**src/sv/plcm_pkg.sv**
```systemverilog
// package for the palette lerp color map: widths, palette depth, codes and types
// no dependencies
package plcm_pkg;

  localparam int unsigned INDEX_BITS    = 8;
  localparam int unsigned FRACTION_BITS = 8;
  localparam int unsigned PAL_DEPTH     = (1 << INDEX_BITS) + 1;
  localparam int unsigned ADDR_W        = INDEX_BITS + 1;
  localparam int unsigned CHAN_W        = 8;
  localparam int unsigned CHAN_NUM      = 4;
  localparam int unsigned COLOR_W       = CHAN_W * CHAN_NUM;
  localparam int unsigned FRAC_ONE      = 1 << FRACTION_BITS;
  localparam int unsigned WEIGHT_W      = FRACTION_BITS + 1;
  localparam int unsigned PROD_W        = CHAN_W + WEIGHT_W;

  typedef enum logic {
    FUNC_WRITE = 1'b0,
    FUNC_MAP   = 1'b1
  } func_e;

  typedef logic [COLOR_W-1:0]       color_t;
  typedef logic [FRACTION_BITS-1:0] frac_t;
  typedef logic [ADDR_W-1:0]        addr_t;

  // per-stage advance enables handed to the datapath
  typedef struct packed {
    logic mul_en;
    logic out_en;
  } pipe_en_t;

endpackage

```
**src/sv/plcm_lerp.sv**
```systemverilog
// two-stage blend datapath: per-channel weight products, then sum and scale
// depends on plcm_pkg
module plcm_lerp (
  input  logic               clk_i,
  input  plcm_pkg::pipe_en_t en_i,
  input  plcm_pkg::color_t   color_lo_i,
  input  plcm_pkg::color_t   color_hi_i,
  input  plcm_pkg::frac_t    frac_i,
  output plcm_pkg::color_t   color_out_o
);

  logic [plcm_pkg::WEIGHT_W-1:0] weight_lo;
  logic [plcm_pkg::PROD_W-1:0]   prod_lo_d [plcm_pkg::CHAN_NUM];
  logic [plcm_pkg::PROD_W-1:0]   prod_hi_d [plcm_pkg::CHAN_NUM];
  logic [plcm_pkg::PROD_W-1:0]   prod_lo_q [plcm_pkg::CHAN_NUM];
  logic [plcm_pkg::PROD_W-1:0]   prod_hi_q [plcm_pkg::CHAN_NUM];
  logic [plcm_pkg::PROD_W-1:0]   sum_w     [plcm_pkg::CHAN_NUM];
  plcm_pkg::color_t              color_d;
  plcm_pkg::color_t              color_q;

  assign weight_lo = plcm_pkg::WEIGHT_W'(plcm_pkg::FRAC_ONE)
                   - plcm_pkg::WEIGHT_W'(frac_i);

  always_comb begin
    for (int ch = 0; ch < plcm_pkg::CHAN_NUM; ch++) begin
      prod_lo_d[ch] = plcm_pkg::PROD_W'(color_lo_i[ch*plcm_pkg::CHAN_W +: plcm_pkg::CHAN_W])
                    * plcm_pkg::PROD_W'(weight_lo);
      prod_hi_d[ch] = plcm_pkg::PROD_W'(color_hi_i[ch*plcm_pkg::CHAN_W +: plcm_pkg::CHAN_W])
                    * plcm_pkg::PROD_W'(frac_i);
    end
  end

  always_ff @(posedge clk_i) begin
    if (en_i.mul_en) begin
      prod_lo_q <= prod_lo_d;
      prod_hi_q <= prod_hi_d;
    end
  end

  // sum stays below 2^16, so the scaled value fits a channel
  always_comb begin
    for (int ch = 0; ch < plcm_pkg::CHAN_NUM; ch++) begin
      sum_w[ch] = prod_lo_q[ch] + prod_hi_q[ch];
      color_d[ch*plcm_pkg::CHAN_W +: plcm_pkg::CHAN_W] =
        sum_w[ch][plcm_pkg::FRACTION_BITS +: plcm_pkg::CHAN_W];
    end
  end

  always_ff @(posedge clk_i) begin
    if (en_i.out_en) begin
      color_q <= color_d;
    end
  end

  assign color_out_o = color_q;

endmodule

```
**config.mk**
```make
export PLATFORM = sky130hd
export DESIGN_NAME = plcm_lerp
export DESIGN_NICKNAME = d
export VERILOG_FILES = /design/src/sv/plcm_pkg.sv /design/src/sv/plcm_lerp.sv
export SDC_FILE = /design/constraint.sdc
export NUM_CORES = 1
export LEC_CHECK = 0
export ABC_AREA = 1
export BUFFER_PORTS_ARGS = -buffer_cell sky130_fd_sc_hd__buf_2
export CAP_MARGIN = 20
export CELL_PAD_IN_SITES_DETAIL_PLACEMENT = 0
export CELL_PAD_IN_SITES_GLOBAL_PLACEMENT = 1
export CORE_MARGIN = 2
export CORE_UTILIZATION = 52
export DETAILED_ROUTE_END_ITERATION = 6
export PLACE_DENSITY_LB_ADDON = 0.15
export SLEW_MARGIN = 40
export SYNTH_ARGS = -nofsm -noshare
export SYNTH_HDL_FRONTEND = slang
export SYNTH_SLANG_ARGS = --single-unit
```
**constraint.sdc**
```tcl
create_clock -name clk_i -period 12.3 [get_ports clk_i]
set_clock_uncertainty 0.2 [all_clocks]
set_input_delay 2.46 -clock clk_i [delete_from_list [all_inputs] [get_ports clk_i]]
set_output_delay 2.46 -clock clk_i [all_outputs]
set_load 0.02 [all_outputs]
```
==> metrics.md, run 1 <==
| Metric | Value |
|---|---|
| Die ar. | approximately 0.054 sq mm |
| Synth Register Bits | 160 |
| P_leak | 0.01694 uW |
| Buf+Inv Stages, Crit Path | 8 |
| DR WL/cell | around 15 um |
| Synth area leaders | fa_1 23%, edfxtp_1 18%, ha_1 16%, nand2_1 14%, inv_1 13% |
| Post-CTS setup buffers | 0 |
| Max Slew Vio Count | 0 |
| Hpwl dp | 53800 um |
| Final hold violations | 0 |
| Vias in the first global route | 22190 |
| Synthesized area | 0.02699 sq mm |
| Synth top area share | 22.85% |
| Filler instances | 5017 |
| Final Cycle Share | approximately 65% |
| Setup tns final | 0 ns |
| Global placement routability congestion | 0.8861 |
| Io pins | 107 |
| Syn nets | about 4400 |
| Most used cell, CP | nand2_1 |
| Setup crit start kind | primary input |
| Crit-path max FO | between 60 and 70 |
| Hold Path Class | flip-flop to flip-flop |
| Worst-margin pin slew | between 0.8 and 0.9 ns |
| Layout cells sized above 1 | 4.714% |
| Initial Utilization | 52.60% |
| Synth area leader | fa_1 |
| Grt ovf | 0 |
| Asr flop ratio synth | 0% |
| CTS tree | done |
| Post-synth top cells | 1041 x nand2_1, 926 x inv_1, 341 x ha_1, 308 x fa_1, 286 x nor2_1 |
| Cells after synthesis | approximately 3600 |
| TritonRoute pass-1 iters | 6 |
| Critical path's slowest cell | buf_4 |
| Core footprint | a little over 0.05 sq mm |
| CTS Buffer Depth | 2 |
| Top delay family on crit path | adder cells |
| Core Util, Final | a little under three fifths |
| Initial antenna violation count | 6 |
| Max-cap violations | 0 |
| H-tree levels | 4 |
| Data required, critical path | 12.35 ns |
| Row count | 83 |
| Final worst slack | between 4 and 5 ns |
| Final WL | 66580 um |
| Unrepaired setup endpoints after global routing | false |
| Vias per cell | 5.076 |
| Status | complete, no violations |
| DRC violations left | 0 |
| Post-synth top flop | edfxtp_1 |
| Max-slew headroom at the worst pin | 44.55% |
| Pwr/cell area | about 200 mW/mm^2 |
| Vias | 22192 |
| Max Clk Rate | ~130 MHz |
| Final ANT Viol Nets | 0 |
| Post-Layout Cell Count | ~4400 |
| Placed instance count | between 4000 and 5000 |
| Most frequent cell after synthesis | nand2_1 |
| Hold_buf cts | 0 |
| Starting DRT DRC Count | 1392 |
| CP peak stage delay | just over 0.6 ns |
| Global-route wire length before repair | 110600 um |
| Tmin final | between 7 and 8 ns |
| Post-CTS resize count | 0 |
| Port bufs | approximately 110 |
| Sequential fraction of the synthesis area | 17.80% |
| Cell variety after synth | 33 |
| Placement Setup Slack | between 3 and 4 ns |
| Clock root buffer master | clkbuf_16 |
| Critical Path AT | ~8 ns |
| Yosys warning total | 0 |
| Final setup violation count | 0 |
| GRT Overall Usage | 26.10% |
| Avg Inst Size Synth | roughly 7.4 sq um |
| CP Capture Type | flip-flop |
| Die H | roughly 230 um |
| Worst hold-check slack | between 0.4 and 0.5 ns |
| Sink Count | 160 |
| Total CTS buffers | 17 |
| Largest net degree at the start of global routing | 66 |
| EDFF count, synth | 160 |
| Layout overhead on the synthesized area | 6.296% |
| Die Wd | approximately 230 um |
| Reg clk slew, reported paths | 0.06 ns |
| Final-stage net count | 4402 |
| Clk_lat worst skew | 0.49 ns |
| Peak supply drop | 0.1074 mV |
| Setup CP Type | primary input to flip-flop |
[per-stage QoR]
stage	cell area, sq um	power, uW
6_report	28690	5638
5_1_grt	28690	6319
4_1_cts	28680	5671
3_5_place_dp	28060	5036
3_3_place_gp	28040	5004
2_1_floorplan	26990	4054
[registers in the layout, summed over array words and instances, names as in the netlist]
register / cells
prod_lo_q: 64
prod_hi_q: 64
color_out_o: 32
[layout make-up]
cell class | instances | area (sq um) | share of cell area (%)
antenna | 1 | 2.502 | 0.008723
clock buffer | 19 | 432.9 | 1.509
clock inverter | 13 | 185.2 | 0.6455
inverter | 931 | 3495 | 12.18
multi-input combinational | 2454 | 18300 | 63.78
sequential | 160 | 4805 | 16.75
tap | 680 | 850.8 | 2.966
timing repair buffer | 114 | 618.1 | 2.155
[report_power, final]
part,switching (uW),internal (uW)
clock network,241,339
registers,113,1010
logic,2490,1450
[worst reg2reg max path, stage by stage, from the launching register on]
cell and delay, ns:
edfxtp_1 0.48, ha_1 0.45, nand2_1 0.13, nor3_1 0.20, and2_1 0.16, nand2_1 0.07, nand3b_1 0.09, nand2_1 0.06
[worst paths after layout]
kind                           to  cells after the start          start  slack [ns]
setup / recovery    prod_lo_q[49]                     26      frac_i[0]        4.35
hold / removal    color_out_o[15]                      3  prod_hi_q[49]        0.49
hold reg to reg   color_out_o[15]                      3  prod_hi_q[49]        0.49
setup reg to reg  color_out_o[31]                      7  prod_lo_q[11]       10.23
[per-layer routing]
layer,vias to the layer above,global-route usage (%),part of all wire (%)
li1,10968,-,-
met1,10571,37.15,47
met2,556,41.76,45
met3,91,3.745,5.4
met4,6,6.751,2.0
met5,-,0,0.056
[layout by cell type, fill, tap and decap left out, types with 2 or more instances in the layout]
| master | count |
|---|---|
| buf_4 | 14 |
| clkinvlp_4 | 3 |
| inv_1 | 925 |
| o21ai_0 | 25 |
| buf_6 | 2 |
| a21o_1 | 7 |
| nor2_2 | 19 |
| nand2_1 | 1041 |
| o21bai_1 | 21 |
| and2_1 | 14 |
| nand3_2 | 3 |
| xor2_1 | 28 |
| buf_2 | 98 |
| nand3_1 | 143 |
| clkinv_1 | 3 |
| ha_1 | 341 |
| nand4_1 | 42 |
| fa_1 | 308 |
| inv_2 | 5 |
| nor3_1 | 19 |
| nor2_1 | 286 |
| bufinv_16 | 4 |
| xnor2_1 | 42 |
| clkbuf_16 | 17 |
| inv_6 | 3 |
| a21oi_1 | 102 |
| clkbuf_1 | 2 |
| nand3b_1 | 6 |
| edfxtp_1 | 160 |
[cells by family after synthesis]
logic type	Yosys count	share of synthesized area, %
and+or+nand+nor	1577	23.63
adders and majority gates	649	38.66
AOI/OAI and AO/OA	158	3.241
DFF	160	17.80
buffers and inverters	1017	14.40
xor gates and xnor gates	70	2.272
(Power assumes the default switching activity.)
==> run 2: changes to the inputs <==
--- a/config.mk
+++ b/config.mk
@@ -11,7 +11,7 @@
 export CELL_PAD_IN_SITES_DETAIL_PLACEMENT = 0
 export CELL_PAD_IN_SITES_GLOBAL_PLACEMENT = 1
 export CORE_MARGIN = 2
-export CORE_UTILIZATION = 52
+export CORE_UTILIZATION = 44
 export DETAILED_ROUTE_END_ITERATION = 6
 export PLACE_DENSITY_LB_ADDON = 0.15
 export SLEW_MARGIN = 40
==> constraint.sdc (replaced) <==
create_clock -name clk_i -period 7 [get_ports clk_i]
set_clock_uncertainty 0.2 [all_clocks]
set_input_delay 1.4 -clock clk_i [delete_from_list [all_inputs] [get_ports clk_i]]
set_output_delay 1.4 -clock clk_i [all_outputs]
set_load 0.02 [all_outputs]
==> run 2 against run 1 <==
Against the previous run:
- clock-buffer cell count fell by 2
- global-route usage shrank 3.3 points
- hold slack got worse by 0.0012 ns
==> metrics.md, run 2 (synthesis results as in run 1) <==
| Metric | Value |
|---|---|
| Status | complete, no violations |
| Max-cap violations | 0 (unchanged) |
| CTS Buffer Depth | 2 (unchanged) |
| Final WL | 68320 um (+2.6%) |
| Die ar. | 0.06333 sq mm (+18%) |
| Setup tns final | 0 ns (unchanged) |
| Largest net degree at the start of global routing | 69 (+4.5%) |
| Pwr/cell area | 340.8 mW/mm^2 (+73%) |
| Post-CTS setup buffers | 0 (unchanged) |
| Unrepaired setup endpoints after global routing | false |
| Vias in the first global route | 22678 (+2.2%) |
| Final-stage net count | 4421 (+0.43%) |
| Layout overhead on the synthesized area | 7.233% |
| Placed cell areas | 0.02833 sq mm (+0.95%) |
| DRC violations left | 0 (unchanged) |
| Sink Count | 160 (unchanged) |
| Setup CP Type | primary input to flip-flop |
| Global placement routability congestion | 0.8907 (+0.52%) |
| Clock root buffer master | clkbuf_16 |
| Crit Reg-Reg Endpoint | color_out_o[15] |
| GRT Overall Usage | 22.78% (-3.3 points) |
| DR WL/cell | 15.20 um (-0.18%) |
| Die Wd | 251.7 um (+8.6%) |
| Critical Path AT | 6.03 ns (-1.97 ns) |
| Peak supply drop | 0.2114 mV (+97%) |
| Worst-margin pin slew | 0.6918 ns (-0.1400 ns) |
| Hold Path Class | flip-flop to flip-flop |
| Layout cells sized above 1 | 5.283% (+0.57 points) |
| Final hold violations | 0 (unchanged) |
| Hold_buf cts | 0 (unchanged) |
| CP endpoint | prod_lo_q[66] |
| Final Cycle Share | between 80% and 90% |
| Final setup violation count | 0 (unchanged) |
| P_leak | 0.01703 uW (+0.55%) |
| Initial antenna violation count | 5 (-1) |
| Post-CTS resize count | 0 (unchanged) |
| Hpwl dp | 56410 um (+4.8%) |
| Most frequent cells in the layout | 1041 x nand2_1, 926 x inv_1, 341 x ha_1 |
| R2r startpoint | prod_lo_q[45] |
| Row count | 90 (+8.4%) |
| Finished Cell Area | 0.02894 sq mm (+0.88%) |
| Critical path's slowest cell | fa_1 |
| Tmin final | 5.974 ns |
| Grt ovf | 0 (unchanged) |
| Vias per cell | 4.913 (-3.2%) |
| Die H | 251.7 um (+8.6%) |
| CP Capture Type | flip-flop |
| Final ANT Viol Nets | 0 (unchanged) |
| Starting DRT DRC Count | 1157 (-17%) |
| Initial Utilization | 44.63% (-8.0 points) |
| CP peak stage delay | 0.55 ns (-0.07 ns) |
| Port bufs | 106 (unchanged) |
| Clk_lat worst skew | 0.50 ns (about the same) |
| Most used cell, CP | nand2_1 |
| Vias | 22078 (-0.51%) |
| CTS tree | done |
| Critical Path Source | frac_i[1] |
| Total CTS buffers | 17 (unchanged) |
| Reg clk slew, reported paths | 0.07 ns (about the same) |
| R2R Setup Slk | 4.94 ns (-5.29 ns) |
| Core footprint | 0.06047 sq mm (+18%) |
| H-tree levels | 4 (unchanged) |
| Worst hold path stage count | 3 (unchanged) |
| Max Slew Vio Count | 0 (unchanged) |
| Io pins | 107 (unchanged) |
| R2R cell count | 7 (unchanged) |
| Data required, critical path | 7.06 ns (-5.29 ns) |
| Crit-path max FO | 8 (-88%) |
| Max-slew headroom at the worst pin | 53.88% (+9.3 points) |
| Global-route wire length before repair | 114300 um (+3.4%) |
| Most common cell after layout, fill and taps aside | nand2_1 |
| Setup crit start kind | primary input |
| Max Clk Rate | 167.4 MHz |
| TritonRoute pass-1 iters | 5 (-1) |
| Filler instances | 6104 (+22%) |
[run 2: cell type report]
| class | count | area [sq um] | share of cell area (%) |
|---|---|---|---|
| Multi-Input combinational cell | 2454 | 18300 | 63.23 |
| Sequential cell | 160 | 4805 | 16.60 |
| Inverter | 931 | 3495 | 12.08 |
| Tap cell | 782 | 978.4 | 3.381 |
| Timing Repair Buffer | 133 | 758.2 | 2.620 |
| Clock buffer | 17 | 425.4 | 1.470 |
| Clock inverter | 15 | 175.2 | 0.6053 |
| Antenna cell | 2 | 5.005 | 0.01729 |
[run 2: how the worst min path moves through the flow]
stage	from	end	slack [ns]
3_3_place_gp	prod_hi_q[32]	color_out_o[23]	0.47
6_report	prod_hi_q[32]	color_out_o[23]	0.49
2_1_floorplan	prod_lo_q[49]	color_out_o[15]	0.43
5_1_grt	prod_hi_q[32]	color_out_o[23]	0.53
3_5_place_dp	prod_hi_q[32]	color_out_o[23]	0.47
4_1_cts	prod_hi_q[32]	color_out_o[23]	0.49
[run 2: power breakdown]
group | switching [uW] | internal [uW]
registers | 186 | 1780
clock network | 458 | 536
logic | 4360 | 2550
[run 2: stage by stage]
stage          power (uW)  std cells  setup slack, ns  hold slack [ns]  utilization, %
6_report             9864       4494            1.026           0.4857           47.86
5_1_grt             11060       4492           0.6639           0.5278           47.85
4_1_cts              9978       4492            1.107           0.4945           47.84
3_5_place_dp         8885       4460           0.5539           0.4717           46.84
3_3_place_gp         8864       4460           0.5779           0.4689           46.84
2_1_floorplan        7123       3631            1.008           0.4279               -
[run 2: routing by layer]
| layer | GRT usage (%) | wire, um | vias up |
|---|---|---|---|
| li1 | - | - | 11010 |
| met3 | 4.271 | 3521 | 75 |
| met4 | 6.088 | 1247 | 8 |
| met2 | 36.56 | 30530 | 422 |
| met5 | 0 | 55 | - |
| met1 | 31.55 | 32970 | 10563 |
[run 2: worst max-delay path: cells and delay by family]
kind	cells	cell delay, ns
AO/OA/AOI/OAI	1	0.12
adder cells (fa/ha/maj)	6	2.54
buffers and inverters	8	0.87
AND/OR/NAND/NOR	11	1.10
==> run 3: changes to the inputs <==
--- a/config.mk
+++ b/config.mk
@@ -5,13 +5,13 @@
 export SDC_FILE = /design/constraint.sdc
 export NUM_CORES = 1
 export LEC_CHECK = 0
-export ABC_AREA = 1
+export ABC_AREA = 0
 export BUFFER_PORTS_ARGS = -buffer_cell sky130_fd_sc_hd__buf_2
 export CAP_MARGIN = 20
 export CELL_PAD_IN_SITES_DETAIL_PLACEMENT = 0
 export CELL_PAD_IN_SITES_GLOBAL_PLACEMENT = 1
 export CORE_MARGIN = 2
-export CORE_UTILIZATION = 44
+export CORE_UTILIZATION = 46
 export DETAILED_ROUTE_END_ITERATION = 6
 export PLACE_DENSITY_LB_ADDON = 0.15
 export SLEW_MARGIN = 40
==> run 3 against run 2 <==
Against the previous run:
- cell count decreased by 28%
- clock-buffer cell count did not move
- critical path depth is 5 lower
- first-iteration DRC count decreased by 50%
- design area down 11%
- setup slack got worse by 0.40 ns
- sequential share of layout area rose by 2.0 points
- register-to-register slack worse by 0.84 ns
- critical endpoint is now prod_lo_q[15]
- largest power group unchanged
==> metrics.md, run 3 <==
| Metric | Value |
|---|---|
| Status | complete, no violations |
| Max Clk Rate | 157.0 MHz (-6.2%) |
| Setup CP Type | primary input to flip-flop |
| Unrepaired setup endpoints after global routing | false |
| Placed cell areas | 0.02527 sq mm (-11%) |
| TritonRoute pass-1 iters | 5 (unchanged) |
| Row count | 83 (-7.8%) |
| Hold Path End | color_out_o[15] |
| Global placement routability congestion | 0.8511 (-4.4%) |
| Synth Register Bits | 160 (unchanged) |
| Clk_lat worst skew | 0.48 ns (-0.02 ns) |
| Layout cells sized above 1 | 8.038% (+2.8 points) |
| Pwr/cell area | 327.7 mW/mm^2 (-3.9%) |
| Initial Utilization | 46.35% (+1.7 points) |
| H-tree levels | 4 (unchanged) |
| Most frequent cell after synthesis | inv_1 |
| Post-CTS setup buffers | 0 (unchanged) |
| Global-route wire length before repair | 89310 um (-22%) |
| Area of the multi-input gates | 0.01711 sq mm (-6.5%) |
| Asr flop ratio synth | 0% (unchanged) |
| Vias per cell | 5.059 (+3.0%) |
| Peak supply drop | 0.2814 mV (+33%) |
| Hold Path Origin | prod_lo_q[49] |
| Post-synth top cells | 432 x inv_1, 349 x and2_1, 341 x ha_1, 308 x fa_1, 244 x nand2_1 |
| Critical Path AT | 6.39 ns (+0.36 ns) |
| CP Capture Type | flip-flop |
| Worst-margin pin slew | 0.7143 ns (+0.02247 ns) |
| Sequential fraction of the synthesis area | 20.25% (+2.4 points) |
| Final setup violation count | 0 (unchanged) |
| Avg Inst Size Synth | 9.765 sq um (+31%) |
| Most frequent cells in the layout | 432 x inv_1, 349 x and2_1, 341 x ha_1 |
| Layout overhead on the synthesized area | 9.027% |
| R2R Setup Slk | 4.10 ns (-0.84 ns) |
| Setup crit start kind | primary input |
| Die Wd | 231.1 um (-8.2%) |
| Final-stage net count | 3249 (-27%) |
| Initial antenna violation count | 8 (+3) |
| Cell variety after synth | 57 (+73%) |
| Cells after synthesis | 2430 (-33%) |
| Hold_buf cts | 0 (unchanged) |
| Clock root buffer master | clkbuf_16 |
| Largest net degree at the start of global routing | 68 (-1.4%) |
| EDFF count, synth | 160 (unchanged) |
| R2R cell count | 8 (+1) |
| Syn nets | 3154 (-28%) |
| Max Slew Vio Count | 0 (unchanged) |
| Die H | 231.1 um (-8.2%) |
| Reg clk slew, reported paths | 0.07 ns (about the same) |
| Vias in the first global route | 17441 (-23%) |
| Data required, critical path | 7.02 ns (-0.04 ns) |
| Setup tns final | 0 ns (unchanged) |
| Sink Count | 160 (unchanged) |
| Final WL | 53580 um (-22%) |
| Final Cycle Share | 91.02% (+5.7 points) |
| DRC violations left | 0 (unchanged) |
| Synth area leader | fa_1 |
| Finished Cell Area | 0.02587 sq mm (-11%) |
| R2r startpoint | prod_lo_q[57] |
| Grt ovf | 0 (unchanged) |
| Most common cell after layout, fill and taps aside | inv_1 |
| Io pins | 107 (unchanged) |
| Yosys warning total | 0 (unchanged) |
| Die ar. | 0.05342 sq mm (-16%) |
| Synthesized area | 0.02373 sq mm (-12%) |
| Comb pwr share | 65.8% (-4.2 points) |
| Switching Fraction | 44.11% (-6.6 points) |
| Starting DRT DRC Count | 576 (-50%) |
| Post-synth top flop | edfxtp_1 |
| Flop pwr share | 23.2% (+3.3 points) |
| Hpwl dp | 42930 um (-24%) |
| Final hold violations | 0 (unchanged) |
| Vias | 16295 (-26%) |
| Crit Reg-Reg Endpoint | color_out_o[6] |
| Synth top area share | 25.98% (+3.1 points) |
| Core footprint | 0.05120 sq mm (-15%) |
| Total CTS buffers | 17 (unchanged) |
| Clock power share | 11.1% (+1.0 points) |
| Synth area leaders | fa_1 26%, edfxtp_1 20%, ha_1 18%, and2_1 9.2%, inv_1 6.8% |
| Hold Path Class | flip-flop to flip-flop |
| Internal power | 4738 uW (-2.5%) |
| Max-cap violations | 0 (unchanged) |
| DR WL/cell | 16.63 um (+9.4%) |
| P_leak | 0.01253 uW (-26%) |
| Storage cell area | 0.004805 sq mm (unchanged) |
| Final ANT Viol Nets | 0 (unchanged) |
| Filler instances | 4735 (-22%) |
| Port bufs | 106 (unchanged) |
| Max-slew headroom at the worst pin | 52.15% (-1.7 points) |
| CTS Buffer Depth | 2 (unchanged) |
| Crit-path max FO | 24 (+16) |
| NetSw | 3739 uW (-25%) |
| CTS tree | done |
| GRT Overall Usage | 21.34% (-1.4 points) |
| Post-CTS resize count | 0 (unchanged) |
| Tmin final | 6.371 ns (+0.3972 ns) |
| Worst hold path stage count | 2 (-1) |
==> run 3: cell count changes after synthesis, sizes merged, moves of 17 or more <==
| cell | before | now |
|---|---|---|
| and2 | 14 | 350 |
| buf | 35 | 5 |
| inv | 930 | 432 |
| nand2 | 1043 | 244 |
| nand3 | 146 | 24 |
| nand4 | 43 | 5 |
| nor2 | 306 | 73 |
| o21a | 0 | 33 |
| o21bai | 21 | 4 |
| xnor2 | 42 | 114 |
==> run 3: cell families after synthesis <==
kind of cell,Yosys count,share of synthesized area [%]
adder cells (fa/ha/maj),649,43.97
buffers and inverters,494,7.820
flip-flops,160,20.25
AO/OA/AOI/OAI,232,6.496
XOR/XNOR,128,4.725
AND/OR/NAND/NOR,767,16.75
==> run 3: how the worst max path moves through the flow <==
stage | start | to | slack [ns]
after global placement | frac_i[1] | prod_lo_q[15] | 0.19
after global routing | frac_i[1] | prod_lo_q[15] | 0.26
after detailed placement | frac_i[1] | prod_lo_q[15] | 0.12
final | frac_i[1] | prod_lo_q[15] | 0.63
after floorplan | frac_i[2] | prod_lo_q[32] | 0.49
after CTS | frac_i[1] | prod_lo_q[15] | 0.61
==> run 3: through the flow <==
stage | worst slack, ns | util (%) | total power (uW) | std cells | hold WS [ns]
after floorplan | 0.4856 | - | 6140 | 2430 | 0.4199
after global placement | 0.1927 | 49.35 | 7545 | 3186 | 0.4515
final | 0.6287 | 50.53 | 8477 | 3221 | 0.4486
after global routing | 0.2570 | 50.53 | 9360 | 3220 | 0.4994
after detailed placement | 0.1236 | 49.37 | 7596 | 3186 | 0.4519
after CTS | 0.6138 | 50.52 | 8621 | 3218 | 0.4657
==> run 3: final cells by class <==
cell class | instances | share of cell area [%]
clock buffer | 17 | 1.644
timing repair buffer | 138 | 3.414
clock inverter | 15 | 0.6336
antenna | 3 | 0.02902
multi-input combinational | 1776 | 66.15
sequential | 160 | 18.57
tap | 680 | 3.289
inverter | 432 | 6.268
==> run 3: critical path, stage by stage <==
cell and delay, ns:
buf_2 0.16, buf_4 0.17, nor3_1 0.08, xnor2_2 0.56, buf_12 0.26, nand2_1 0.09, fa_1 0.47, fa_1 0.55
inv_1 0.05, fa_1 0.49, inv_1 0.06, fa_1 0.48, inv_1 0.04, ha_1 0.32, o21a_1 0.12, o31a_1 0.12
o211ai_1 0.21, a21oi_1 0.12, a2111oi_2 0.34, a21oi_1 0.14, xnor2_1 0.13
==> run 3: routing by layer <==
metal	vias up	track usage (%)	wire [um]
li1	7932	-	-
met1	8093	26.44	23730
met2	201	38.92	27460
met3	61	2.621	1369
met4	8	6.028	967
met5	-	0	51
==> run 3: power groups by stage <==
stage                     logic [uW]  registers, uW  clock network, uW
after floorplan                 4110           2030                  0
after global placement          5550           1990                  0
after detailed placement        5600           2000                  0
after CTS                       5670           1980                969
after global routing            6360           2000               1000
final                           5570           1970                938
